==> src/design/pbfm_pkg.sv <==
`timescale 1ns / 1ps
`default_nettype none

package pbfm_pkg;

  // Number of frames in the pool and the widths that follow from it.
  localparam int FRAMES = 16;
  localparam int FIDX_W = (FRAMES > 1) ? $clog2(FRAMES) : 1;
  localparam int CNT_W  = $clog2(FRAMES + 1);
  localparam int PAGE_W = 32;
  localparam int PIN_W  = 8;

  localparam logic [PIN_W-1:0] PIN_MAX = {PIN_W{1'b1}};

  // Request kinds; the fourth code is unused and completes with no change.
  localparam logic [1:0] REQ_FETCH = 2'd0;
  localparam logic [1:0] REQ_UNPIN = 2'd1;
  localparam logic [1:0] REQ_FLUSH = 2'd2;

  // Result status codes.
  localparam logic [2:0] ST_HIT        = 3'd0;
  localparam logic [2:0] ST_MISS       = 3'd1;
  localparam logic [2:0] ST_ALL_PINNED = 3'd2;
  localparam logic [2:0] ST_DONE_OK    = 3'd3;
  localparam logic [2:0] ST_ABSENT     = 3'd4;

  // Sequencer states.
  typedef enum logic [7:0] {
    S_IDLE    = 8'b0000_0001,
    S_SCAN    = 8'b0000_0010,
    S_DECIDE  = 8'b0000_0100,
    S_INSTALL = 8'b0000_1000,
    S_LSCAN   = 8'b0001_0000,
    S_SHIFT   = 8'b0010_0000,
    S_APPEND  = 8'b0100_0000,
    S_DONE    = 8'b1000_0000
  } seq_state_t;

endpackage

`default_nettype wire

==> src/design/page_buffer_frame_manager_top.sv <==
`timescale 1ns / 1ps
`default_nettype none

// Page-to-frame map of a buffer pool with least-recently-unpinned replacement.
// Requests arrive on the in_ stream: in_tuser carries the request kind (fetch,
// unpin, flush) and in_tdata the page id and the dirty flag. Every request
// yields exactly one result on the out_ stream: out_tuser carries the status,
// out_tdata the frame index, the write-back flag and page, and the read flag.
// One compare unit walks the frame table one frame per cycle to find the page,
// and walks the recency list one entry per cycle to find the frame's position.
// The two table walks set how long a request takes from acceptance until its
// result is loaded into the output register; an unpin or flush found in frame
// 0 with no list change takes the least. Only one request is in work at a
// time, and the next one can be accepted in the cycle after a result is loaded.
// in_tready is high while the sequencer is idle, even while an earlier result
// waits in the output register. When the receiver stalls, the finished result
// is held in an internal result register until the output register frees up,
// and no new request is taken.
// Reset clears the valid, dirty and pin state, the recency list length and
// the next-unused counter; page ids and list entries are written before read.
module page_buffer_frame_manager_top (
  input  wire logic        clk,
  input  wire logic        rst_n,
  input  wire logic        in_tvalid,
  output logic             in_tready,
  input  wire logic [39:0] in_tdata,   // [31:0] page_id, [32] set_dirty, rest zero
  input  wire logic [1:0]  in_tuser,   // [1:0] req_type
  output logic             out_tvalid,
  input  wire logic        out_tready,
  output logic [39:0]      out_tdata,  // [3:0] frame_index, [4] write_back,
                                       // [36:5] write_back_page, [37] read_needed
  output logic [2:0]       out_tuser   // [2:0] status
);

  localparam logic [pbfm_pkg::FIDX_W-1:0] LAST_IDX =
    pbfm_pkg::FIDX_W'(pbfm_pkg::FRAMES - 1);
  localparam logic [pbfm_pkg::CNT_W-1:0] FRAMES_CNT =
    pbfm_pkg::CNT_W'(pbfm_pkg::FRAMES);

  pbfm_pkg::seq_state_t state_r;

  // Frame table.
  logic [pbfm_pkg::PAGE_W-1:0] page_mem [pbfm_pkg::FRAMES];
  logic [pbfm_pkg::FRAMES-1:0] valid_r;
  logic [pbfm_pkg::FRAMES-1:0] dirty_r;
  logic [pbfm_pkg::PIN_W-1:0]  pins_r [pbfm_pkg::FRAMES];

  // Recency list, oldest first, and its length.
  logic [pbfm_pkg::FIDX_W-1:0] rec_list [pbfm_pkg::FRAMES];
  logic [pbfm_pkg::CNT_W-1:0]  rec_len_r;
  logic [pbfm_pkg::CNT_W-1:0]  next_unused_r;

  // Latched request and working registers.
  logic [1:0]                  req_r;
  logic [pbfm_pkg::PAGE_W-1:0] page_r;
  logic                        set_dirty_r;
  logic [pbfm_pkg::FIDX_W-1:0] idx_r;
  logic [pbfm_pkg::FIDX_W-1:0] frame_r;
  logic [pbfm_pkg::FIDX_W-1:0] pos_r;
  logic                        found_r;
  logic                        touch_r;

  // Finished result waiting for the output register.
  logic [2:0]                  res_status_r;
  logic [3:0]                  res_fidx_r;
  logic                        res_wb_r;
  logic [pbfm_pkg::PAGE_W-1:0] res_wbp_r;
  logic                        res_rd_r;

  // Output register.
  logic                        out_valid_r;
  logic [2:0]                  out_status_r;
  logic [3:0]                  out_fidx_r;
  logic                        out_wb_r;
  logic [pbfm_pkg::PAGE_W-1:0] out_wbp_r;
  logic                        out_rd_r;

  logic                        in_fire;
  logic                        out_load;
  logic [pbfm_pkg::PAGE_W-1:0] page_rd;
  logic                        page_hit;
  logic                        list_in_range;
  logic                        list_hit;
  logic [pbfm_pkg::PIN_W-1:0]  pins_cur;
  logic [pbfm_pkg::PIN_W-1:0]  pins_dec;
  logic                        evict;
  logic                        shift_en;
  logic [pbfm_pkg::FIDX_W-1:0] shift_pos;
  logic                        fill_en;

  assign in_tready = (state_r == pbfm_pkg::S_IDLE);
  assign in_fire   = in_tvalid && in_tready;
  assign out_load  = (state_r == pbfm_pkg::S_DONE) && (!out_valid_r || out_tready);

  // The shared compare unit: one frame-table entry or one list entry a cycle.
  assign page_rd       = page_mem[idx_r];
  assign page_hit      = valid_r[idx_r] && (page_rd == page_r);
  assign list_in_range = pbfm_pkg::CNT_W'(idx_r) < rec_len_r;
  assign list_hit      = list_in_range && (rec_list[idx_r] == frame_r);

  assign pins_cur = pins_r[frame_r];
  assign pins_dec = (pins_cur != '0) ? pins_cur - 1'b1 : '0;

  // A miss with every frame used takes the head of the recency list, if any.
  assign evict = (state_r == pbfm_pkg::S_DECIDE) && (req_r == pbfm_pkg::REQ_FETCH) &&
                 !found_r && (next_unused_r >= FRAMES_CNT) && (rec_len_r != '0);

  assign shift_en  = evict || (state_r == pbfm_pkg::S_SHIFT);
  assign shift_pos = (state_r == pbfm_pkg::S_SHIFT) ? pos_r : '0;
  assign fill_en   = (state_r == pbfm_pkg::S_SHIFT) && touch_r;

  // Page ids: written only on install.
  always_ff @(posedge clk) begin
    if (state_r == pbfm_pkg::S_INSTALL) begin
      page_mem[idx_r] <= page_r;
    end
  end

  // Recency list entries. Removal shifts every later entry down at once; a
  // re-touch that found the frame in the list puts it back at the young end.
  always_ff @(posedge clk) begin
    for (int j = 0; j < pbfm_pkg::FRAMES; j++) begin
      if (fill_en && (pbfm_pkg::CNT_W'(j) == rec_len_r - 1'b1)) begin
        rec_list[j] <= frame_r;
      end else if (shift_en && (j < pbfm_pkg::FRAMES - 1) &&
                   (pbfm_pkg::FIDX_W'(j) >= shift_pos) &&
                   (pbfm_pkg::CNT_W'(j + 1) < rec_len_r)) begin
        rec_list[j] <= rec_list[(j < pbfm_pkg::FRAMES - 1) ? j + 1 : j];
      end
    end
    if ((state_r == pbfm_pkg::S_APPEND) && (rec_len_r < FRAMES_CNT)) begin
      rec_list[rec_len_r[pbfm_pkg::FIDX_W-1:0]] <= frame_r;
    end
  end

  // Request latch and result payload.
  always_ff @(posedge clk) begin
    if (in_fire) begin
      req_r        <= in_tuser;
      page_r       <= in_tdata[31:0];
      set_dirty_r  <= in_tdata[32];
      res_status_r <= pbfm_pkg::ST_DONE_OK;
      res_fidx_r   <= '0;
      res_wb_r     <= 1'b0;
      res_wbp_r    <= '0;
      res_rd_r     <= 1'b0;
    end
    if ((state_r == pbfm_pkg::S_SCAN) && page_hit) begin
      frame_r <= idx_r;
    end
    if ((state_r == pbfm_pkg::S_LSCAN) && list_hit) begin
      pos_r <= idx_r;
    end
    if (state_r == pbfm_pkg::S_DECIDE) begin
      touch_r <= (req_r == pbfm_pkg::REQ_UNPIN);
      priority if (req_r == pbfm_pkg::REQ_FETCH && found_r) begin
        res_status_r <= pbfm_pkg::ST_HIT;
        res_fidx_r   <= 4'(frame_r);
      end else if (req_r == pbfm_pkg::REQ_FETCH) begin
        if (next_unused_r >= FRAMES_CNT && rec_len_r == '0) begin
          res_status_r <= pbfm_pkg::ST_ALL_PINNED;
        end
      end else if (req_r == pbfm_pkg::REQ_UNPIN || req_r == pbfm_pkg::REQ_FLUSH) begin
        if (!found_r) begin
          res_status_r <= pbfm_pkg::ST_ABSENT;
        end else begin
          res_fidx_r <= 4'(frame_r);
          if (req_r == pbfm_pkg::REQ_FLUSH && dirty_r[frame_r]) begin
            res_wb_r  <= 1'b1;
            res_wbp_r <= page_r;
          end
        end
      end else begin
        // The unused request code keeps the default done result.
      end
    end
    if (state_r == pbfm_pkg::S_INSTALL) begin
      res_status_r <= pbfm_pkg::ST_MISS;
      res_fidx_r   <= 4'(idx_r);
      res_rd_r     <= 1'b1;
      if (valid_r[idx_r] && dirty_r[idx_r]) begin
        res_wb_r  <= 1'b1;
        res_wbp_r <= page_rd;
      end
    end
    if (out_load) begin
      out_status_r <= res_status_r;
      out_fidx_r   <= res_fidx_r;
      out_wb_r     <= res_wb_r;
      out_wbp_r    <= res_wbp_r;
      out_rd_r     <= res_rd_r;
    end
  end

  // Sequencer and control state.
  always_ff @(posedge clk) begin
    if (!rst_n) begin
      state_r       <= pbfm_pkg::S_IDLE;
      valid_r       <= '0;
      dirty_r       <= '0;
      rec_len_r     <= '0;
      next_unused_r <= '0;
      out_valid_r   <= 1'b0;
      idx_r         <= '0;
      found_r       <= 1'b0;
      for (int j = 0; j < pbfm_pkg::FRAMES; j++) begin
        pins_r[j] <= '0;
      end
    end else begin
      if (out_load) begin
        out_valid_r <= 1'b1;
      end else if (out_tready) begin
        out_valid_r <= 1'b0;
      end
      unique case (state_r)
        pbfm_pkg::S_IDLE: begin
          if (in_fire) begin
            idx_r   <= '0;
            found_r <= 1'b0;
            state_r <= pbfm_pkg::S_SCAN;
          end
        end
        pbfm_pkg::S_SCAN: begin
          if (page_hit) begin
            found_r <= 1'b1;
            state_r <= pbfm_pkg::S_DECIDE;
          end else if (idx_r == LAST_IDX) begin
            state_r <= pbfm_pkg::S_DECIDE;
          end else begin
            idx_r <= idx_r + 1'b1;
          end
        end
        pbfm_pkg::S_DECIDE: begin
          priority if (req_r == pbfm_pkg::REQ_FETCH && found_r) begin
            if (pins_cur != pbfm_pkg::PIN_MAX) begin
              pins_r[frame_r] <= pins_cur + 1'b1;
            end
            idx_r   <= '0;
            state_r <= pbfm_pkg::S_LSCAN;
          end else if (req_r == pbfm_pkg::REQ_FETCH) begin
            if (next_unused_r < FRAMES_CNT) begin
              idx_r         <= next_unused_r[pbfm_pkg::FIDX_W-1:0];
              next_unused_r <= next_unused_r + 1'b1;
              state_r       <= pbfm_pkg::S_INSTALL;
            end else if (evict) begin
              idx_r     <= rec_list[0];
              rec_len_r <= rec_len_r - 1'b1;
              state_r   <= pbfm_pkg::S_INSTALL;
            end else begin
              state_r <= pbfm_pkg::S_DONE;
            end
          end else if (req_r == pbfm_pkg::REQ_UNPIN && found_r) begin
            if (set_dirty_r) begin
              dirty_r[frame_r] <= 1'b1;
            end
            pins_r[frame_r] <= pins_dec;
            idx_r           <= '0;
            state_r         <= (pins_dec == '0) ? pbfm_pkg::S_LSCAN : pbfm_pkg::S_DONE;
          end else if (req_r == pbfm_pkg::REQ_FLUSH && found_r) begin
            dirty_r[frame_r] <= 1'b0;
            state_r          <= pbfm_pkg::S_DONE;
          end else begin
            // Absent page or unused request code: nothing changes.
            state_r <= pbfm_pkg::S_DONE;
          end
        end
        pbfm_pkg::S_INSTALL: begin
          dirty_r[idx_r] <= 1'b0;
          valid_r[idx_r] <= 1'b1;
          pins_r[idx_r]  <= pbfm_pkg::PIN_W'(1);
          state_r        <= pbfm_pkg::S_DONE;
        end
        pbfm_pkg::S_LSCAN: begin
          if (list_hit) begin
            state_r <= pbfm_pkg::S_SHIFT;
          end else if (!list_in_range || idx_r == LAST_IDX) begin
            state_r <= touch_r ? pbfm_pkg::S_APPEND : pbfm_pkg::S_DONE;
          end else begin
            idx_r <= idx_r + 1'b1;
          end
        end
        pbfm_pkg::S_SHIFT: begin
          // A re-touch keeps the length: the frame moves to the young end.
          if (!touch_r) begin
            rec_len_r <= rec_len_r - 1'b1;
          end
          state_r <= pbfm_pkg::S_DONE;
        end
        pbfm_pkg::S_APPEND: begin
          if (rec_len_r < FRAMES_CNT) begin
            rec_len_r <= rec_len_r + 1'b1;
          end
          state_r <= pbfm_pkg::S_DONE;
        end
        pbfm_pkg::S_DONE: begin
          if (out_load) begin
            state_r <= pbfm_pkg::S_IDLE;
          end
        end
        default: begin
          state_r <= pbfm_pkg::S_IDLE;
        end
      endcase
    end
  end

  assign out_tvalid = out_valid_r;
  assign out_tuser  = out_status_r;
  assign out_tdata  = {2'b00, out_rd_r, out_wbp_r, out_wb_r, out_fidx_r};

  // The recency list never holds more entries than there are frames.
  a_len_bound: assert property (@(posedge clk) disable iff (!rst_n)
    rec_len_r <= FRAMES_CNT)
    else $error("recency list length exceeds frame count");

  // The never-used frame counter stops at the frame count.
  a_unused_bound: assert property (@(posedge clk) disable iff (!rst_n)
    next_unused_r <= FRAMES_CNT)
    else $error("next unused frame counter overran");

  // A result appears only as the sequencer leaves its final state.
  a_result_source: assert property (@(posedge clk) disable iff (!rst_n)
    $rose(out_valid_r) |-> $past(state_r == pbfm_pkg::S_DONE))
    else $error("result raised outside the completion state");

  // An accepted request blocks the next one until its work is done.
  a_one_at_a_time: assert property (@(posedge clk) disable iff (!rst_n)
    in_fire |=> !in_tready)
    else $error("second request accepted while one is in work");

  // An installed frame is valid and pinned once right after install.
  a_install: assert property (@(posedge clk) disable iff (!rst_n)
    (state_r == pbfm_pkg::S_INSTALL) |=>
      (valid_r[$past(idx_r)] && pins_r[$past(idx_r)] == pbfm_pkg::PIN_W'(1)))
    else $error("installed frame not valid or not pinned");

endmodule

`default_nettype wire

==> config.mk <==
export PLATFORM = sky130hd
export DESIGN_NAME = page_buffer_frame_manager_top
export DESIGN_NICKNAME = d
export VERILOG_FILES = /design/src/design/pbfm_pkg.sv /design/src/design/page_buffer_frame_manager_top.sv
export SDC_FILE = /design/constraint.sdc
export NUM_CORES = 1
export LEC_CHECK = 0
export BUFFER_PORTS_ARGS = -buffer_cell sky130_fd_sc_hd__buf_4
export CAP_MARGIN = 15
export CORE_ASPECT_RATIO = 0.5
export CORE_MARGIN = 4
export CORE_UTILIZATION = 63
export DETAILED_ROUTE_END_ITERATION = 10
export HOLD_SLACK_MARGIN = 0.1
export PLACE_DENSITY = 0.8
export SKIP_CTS_REPAIR_TIMING = 1
export SYNTH_ARGS = -nofsm -noshare
export SYNTH_HDL_FRONTEND = slang
export SYNTH_SLANG_ARGS = --single-unit
==> constraint.sdc <==
create_clock -name clk -period 5.4 [get_ports clk]
set_input_delay 0.27 -clock clk [delete_from_list [all_inputs] [get_ports clk]]
set_output_delay 0.27 -clock clk [all_outputs]
set_load 0.03 [all_outputs]
# Word level (Yosys, flattened, before mapping)
# Memories as Yosys holds them, arrays and structs flattened. A register that Yosys moved wholly into a read port is not among the register bits.
# Index checks and enable logic that the tools add are counted.
[totals] input_bits=46 rom_bits=0 reg_bits=182 out_inout_bits=45 latch_bits=0 mem_bits_rw=704 n_memories=3
[mem_list] memory="page_mem" depth=16 width=32 read_ports=1 rd_clocked_by_memory_dff=1 write_ports=1 line_no="page_buffer_frame_manager_top.sv:43" rtl="logic [pbfm_pkg::PAGE_W-1:0] page_mem [pbfm_pkg::FRAMES];"
[mem_list] memory="pins_r" depth=16 width=8 read_ports=1 rd_clocked_by_memory_dff=1 write_ports=16 line_no="page_buffer_frame_manager_top.sv:46" rtl="logic [pbfm_pkg::PIN_W-1:0] pins_r [pbfm_pkg::FRAMES];"
[mem_list] memory="rec_list" depth=16 width=4 read_ports=17 rd_clocked_by_memory_dff=1 write_ports=16 line_no="page_buffer_frame_manager_top.sv:49" rtl="logic [pbfm_pkg::FIDX_W-1:0] rec_list [pbfm_pkg::FRAMES];"
[op_classes] muxes=212 bitwise=23 eq_ne=49 div_mod_pow=0 n_addsub=6 n_reduce_logical=94 n_shift=0 magnitude_cmp=38 mul=0
[ops] operator="$mux W32" count=9
[ops] operator="$mux W4" count=42
[ops] operator="$mux W8" count=17
[ops] operator="$mux W1" count=116
[ops] operator="$mux W16" count=5
[ops] operator="$logic_and A1 B1 Y1" count=66
[ops] operator="$pmux W8 S6" count=1
[ops] operator="$eq A4 B5 Y1 const A" count=8
[ops] operator="$lt A4 B5 Y1 const A" count=8
[ops] operator="$and A16 B16 Y16" count=2
[ops] operator="$eq A32 B32 Y1" count=1
[ops] operator="$not A16 Y16" count=2
[ops] operator="$or A16 B16 Y16" count=2
[ops] operator="$pmux W16 S2" count=1
[ops] operator="$mux W5" count=6
[ops] operator="$ge A4 B4 Y1 const A" count=7
[ops] operator="$ne A2 B2 Y1 const B" count=11
[ops] operator="$mux W3" count=7
[ops] operator="$eq A3 B5 Y1 const A" count=4
[ops] operator="$lt A3 B5 Y1 const A" count=4
[ops] operator="$ge A3 B4 Y1 const A" count=4
[ops] operator="$or A1 B1 Y1" count=16
[ops] operator="$pmux W4 S4" count=1
[ops] operator="$reduce_or A8 Y1" count=2
[ops] operator="57 further kinds" count=80

# Logic depth before layout (Yosys ltp)
[depth] ltp_word=13 mapped_depth=15

# Worst setup path before layout
# No wires, ideal clock.
[synth_path] path_kind="register -> register" from="reg state_r[7]" to="mem page_mem[1][0] (netlist name), enable pin" period_less_slack_ns=4.494 n_path_buf=1 setup_ns=0.466 stages_incl_launch_ff=7 required_ns=4.934 arrival_ns=4.028 slack_ns=0.906 path_cell_list="dfxtp_1 -> nor4_1 -> nand2_1 -> nor3b_1 -> clkbuf_1 -> nand2_1 -> nor3_1"
[synth_via] elab_chain_len=3
[synth_rtl] element="from (decl)" line_no="page_buffer_frame_manager_top.sv:40" rtl="pbfm_pkg::seq_state_t state_r;"
[synth_rtl] element="from (signal assigned)" line_no="page_buffer_frame_manager_top.sv:198" rtl="state_r <= pbfm_pkg::S_IDLE;"
[synth_rtl] element="from (signal assigned)" line_no="page_buffer_frame_manager_top.sv:220" rtl="state_r <= pbfm_pkg::S_SCAN;"
[synth_rtl] element="from (signal assigned)" line_no="page_buffer_frame_manager_top.sv:226" rtl="state_r <= pbfm_pkg::S_DECIDE;"
[synth_rtl] element="$eq A8 B4 Y1" line_no="page_buffer_frame_manager_top.sv:114" rtl="if (state_r == pbfm_pkg::S_INSTALL) begin"
[synth_rtl] element="$mux W1" line_no="page_buffer_frame_manager_top.sv:114"
[synth_rtl] element="$mux W1 (not written as such)" line_no="page_buffer_frame_manager_top.sv:115" rtl="page_mem[idx_r] <= page_r;"
[synth_rtl] element="to (decl)" line_no="page_buffer_frame_manager_top.sv:43"
# No other way between the ends.

==> out/qor.txt <==
via-per-instance ratio - 6.78
fillers - 3698
fmax - 225 MHz
WP data required - 5.92 ns
Yosys warning total - 0
Critical Path Source Type - flip-flop
Die H - 183 µm
Clock Tree Root - clkbuf_16
Synth cell types - 93
Synth Area per Inst - 15.1 µm²
Post-synth EDFFs - 789
peak supply drop - 0.298 mV
Seq. cell area - 25800 µm²
DRC viols - 0
Pleak - 14.4 nW
routed vias - 23981
Area growth, synth to finish - 11.1%
non-filler cells, final - 3537
Area after DPL - 40100 µm²
final instance area - 43000 µm²
power per cell area - 373 nW/µm²
count leader, synth - edfxtp_1
Mapped Area - 38700 µm²
WP data arrival - 4.96 ns
Worst-path clk slew - 0.07 ns
nets@finish - 2730
Antenna Nets Post-Route - 0
fin worst setup slack - 0.964 ns
ranking of synthesized cells by area - edfxtp_1 61%, mux4_2 8.0%, dfxtp_1 5.4%, mux2i_1 3.0%, mux2_2 2.7%
PortBufs - 81
core area - 60000 µm²
Worst Hold Class - input port to flip-flop
DIE WIDTH - 358 µm
global route total overflow - 0
initial antenna violation count - 5
TritonCTS clock tree - done
pin count of the biggest net entering global routing - 48
final hold vios - 0
TritonRoute pass-1 iters - 6
fin crit share - 82.2%
pre-CTS setup slack - 1.04 ns
TNS Setup - 0 ns
Fin Clk Skew - 0.0385 ns
Slew headroom - 16.5%
Syn Inst Count - 2556
row count - 63
Max Root-Sink Buffers - 3
asr flop ratio synth - 0%
layout cell share with drive strength beyond 1 - 20.4%
die area - 65600 µm²
WHS - 0.169 ns
run status - finished clean
drt total wl - 96300 µm
top cells by count, synth - 789 x edfxtp_1, 269 x nor2_1, 139 x nand2_1, 138 x mux4_2, 115 x mux2i_1
Sink Count - 894
Seq/Total Area, Yosys - 66.7%
crit path max fanout - 43
Synth Register Bits - 894
Placed Cells - 3360
Yosys top cell area share - 61.3%
gr usage total - 29.0%
htree depth - 3
setup slack, reg-to-reg - 0.96 ns
post-synth top area cell - edfxtp_1
first-pass GRT wire length - 143000 µm
GP Congestion - 0.915
Post-DP HPWL - 59000 µm
fin. max-slew vios - 0
maxcap violations - 0
RSZ-0062 raised after global routing - no
cts bufs inserted - 76
Worst Tran Pin Value - 1.25 ns
Tmin final - 4.44 ns
Setup Viol. Count Final - 0
Crit Path Category - flip-flop to flip-flop
Post-synth top flop - edfxtp_1
area of the multi-input gates - 12000 µm²
Initial Utilization - 64.4%
vias in the first global route - 23484
worst skew pair latency - 0.63 ns
DRT iter0 DRCs - 3155
WL per Instance - 27.2 µm
Worst setup EP type - flip-flop
worst reg2reg path depth - 11
IO Count - 91
worst max-delay path, cell delays in order, from the launching register on:
cell and delay [ns]:
dfxtp_4 0.88, buf_4 0.56, mux4_2 0.58, mux2i_1 0.15
mux2i_1 0.12, xnor2_1 0.33, o2111a_1 0.24, nand4_1 0.20
or4_4 0.70, inv_2 0.19, o31ai_1 0.11, o21ai_1 0.22
cell type report:
class	instances	area share, %
Clock buffer	90	4.62
Tap cell	812	2.36
Multi-Input combinational cell	1465	27.9
Inverter	32	0.280
Sequential cell	894	60.1
Timing Repair Buffer	194	3.67
Clock inverter	49	1.08
Antenna cell	1	0.00582
logic make-up (layout without fill, tap and decap cells):
family	Yosys count	after routing	share of synthesized area [%]
flops	894	894	66.7
simple gates	672	672	8.14
compound gates	381	381	6.95
mux	352	352	14.1
buf+inv	198	365	2.57
xor+xnor	37	37	0.838
fa+ha+maj	21	21	0.680
other cells	1	3	0.00970
per-stage QoR:
step                total power [mW]  util (%)
floorplan                       9.91         -
global placement                10.6      66.9
detailed placement              10.6      66.9
CTS                             16.0      71.0
global route                    16.6      71.6
finish                          16.0      71.6
flip-flops by register name (all words and copies together) (netlist names), 2 cells and up, named ones only:
name	count
next_unused_r	5
pos_r	4
res_fidx_r	4
out_fidx_r	4
out_tuser	3
req_r	2
page_r	32
idx_r	4
res_status_r	3
res_wbp_r	32
out_wbp_r	32
rec_list	64
valid_r	16
rec_len_r	5
pins_r	128
page_mem	512
state_r	8
frame_r	4
report_power, final:
part / internal, mW / switching, mW / leakage, nW
clock: 2.91 / 2.53 / 1.19
sequential: 7.71 / 0.357 / 8.20
combinational: 1.07 / 1.45 / 5.04
layer usage:
layer	wire length, µm	vias up	GRT usage (%)
met5	8	-	0
met2	45300	1498	45.6
met3	10300	244	7.02
li1	-	10189	-
met4	3640	2	11.4
met1	37100	12048	40.0
how the worst min path moves through the flow:
stage	to	slack [ns]	start	depth (start not counted)
2_1_floorplan	page_r[0]	0.37	in_tdata[0]	0
3_3_place_gp	out_wbp_r[2]	0.41	res_wbp_r[2]	0
3_5_place_dp	out_wbp_r[26]	0.41	res_wbp_r[26]	0
4_1_cts	page_r[0]	-0.21	in_tdata[0]	1
5_1_grt	valid_r[10]	0.15	rst_n	2
6_report	valid_r[10]	0.17	rst_n	2
cell usage in the layout (no fill, tap or decap), drive strengths merged, types with 21 or more instances in the layout:
cell type | Yosys | routed
edfxtp | 789 | 789
a31oi | 23 | 23
inv | 30 | 33
clkbuf | 89 | 90
nand3 | 42 | 42
nand2 | 140 | 140
dlygate4sd3 | 0 | 36
mux2i | 115 | 115
or3 | 29 | 29
a221oi | 28 | 28
dfxtp | 105 | 105
clkinv | 2 | 39
a211oi | 31 | 31
buf | 77 | 158
xor2 | 23 | 23
a21oi | 77 | 77
ha | 21 | 21
o21ai | 61 | 61
mux2 | 94 | 94
mux4 | 143 | 143
a22oi | 25 | 25
and3 | 32 | 32
nor3 | 44 | 44
nor2b | 21 | 21
nor2 | 270 | 270
No activity file was read; power rests on OpenSTA's default activity.
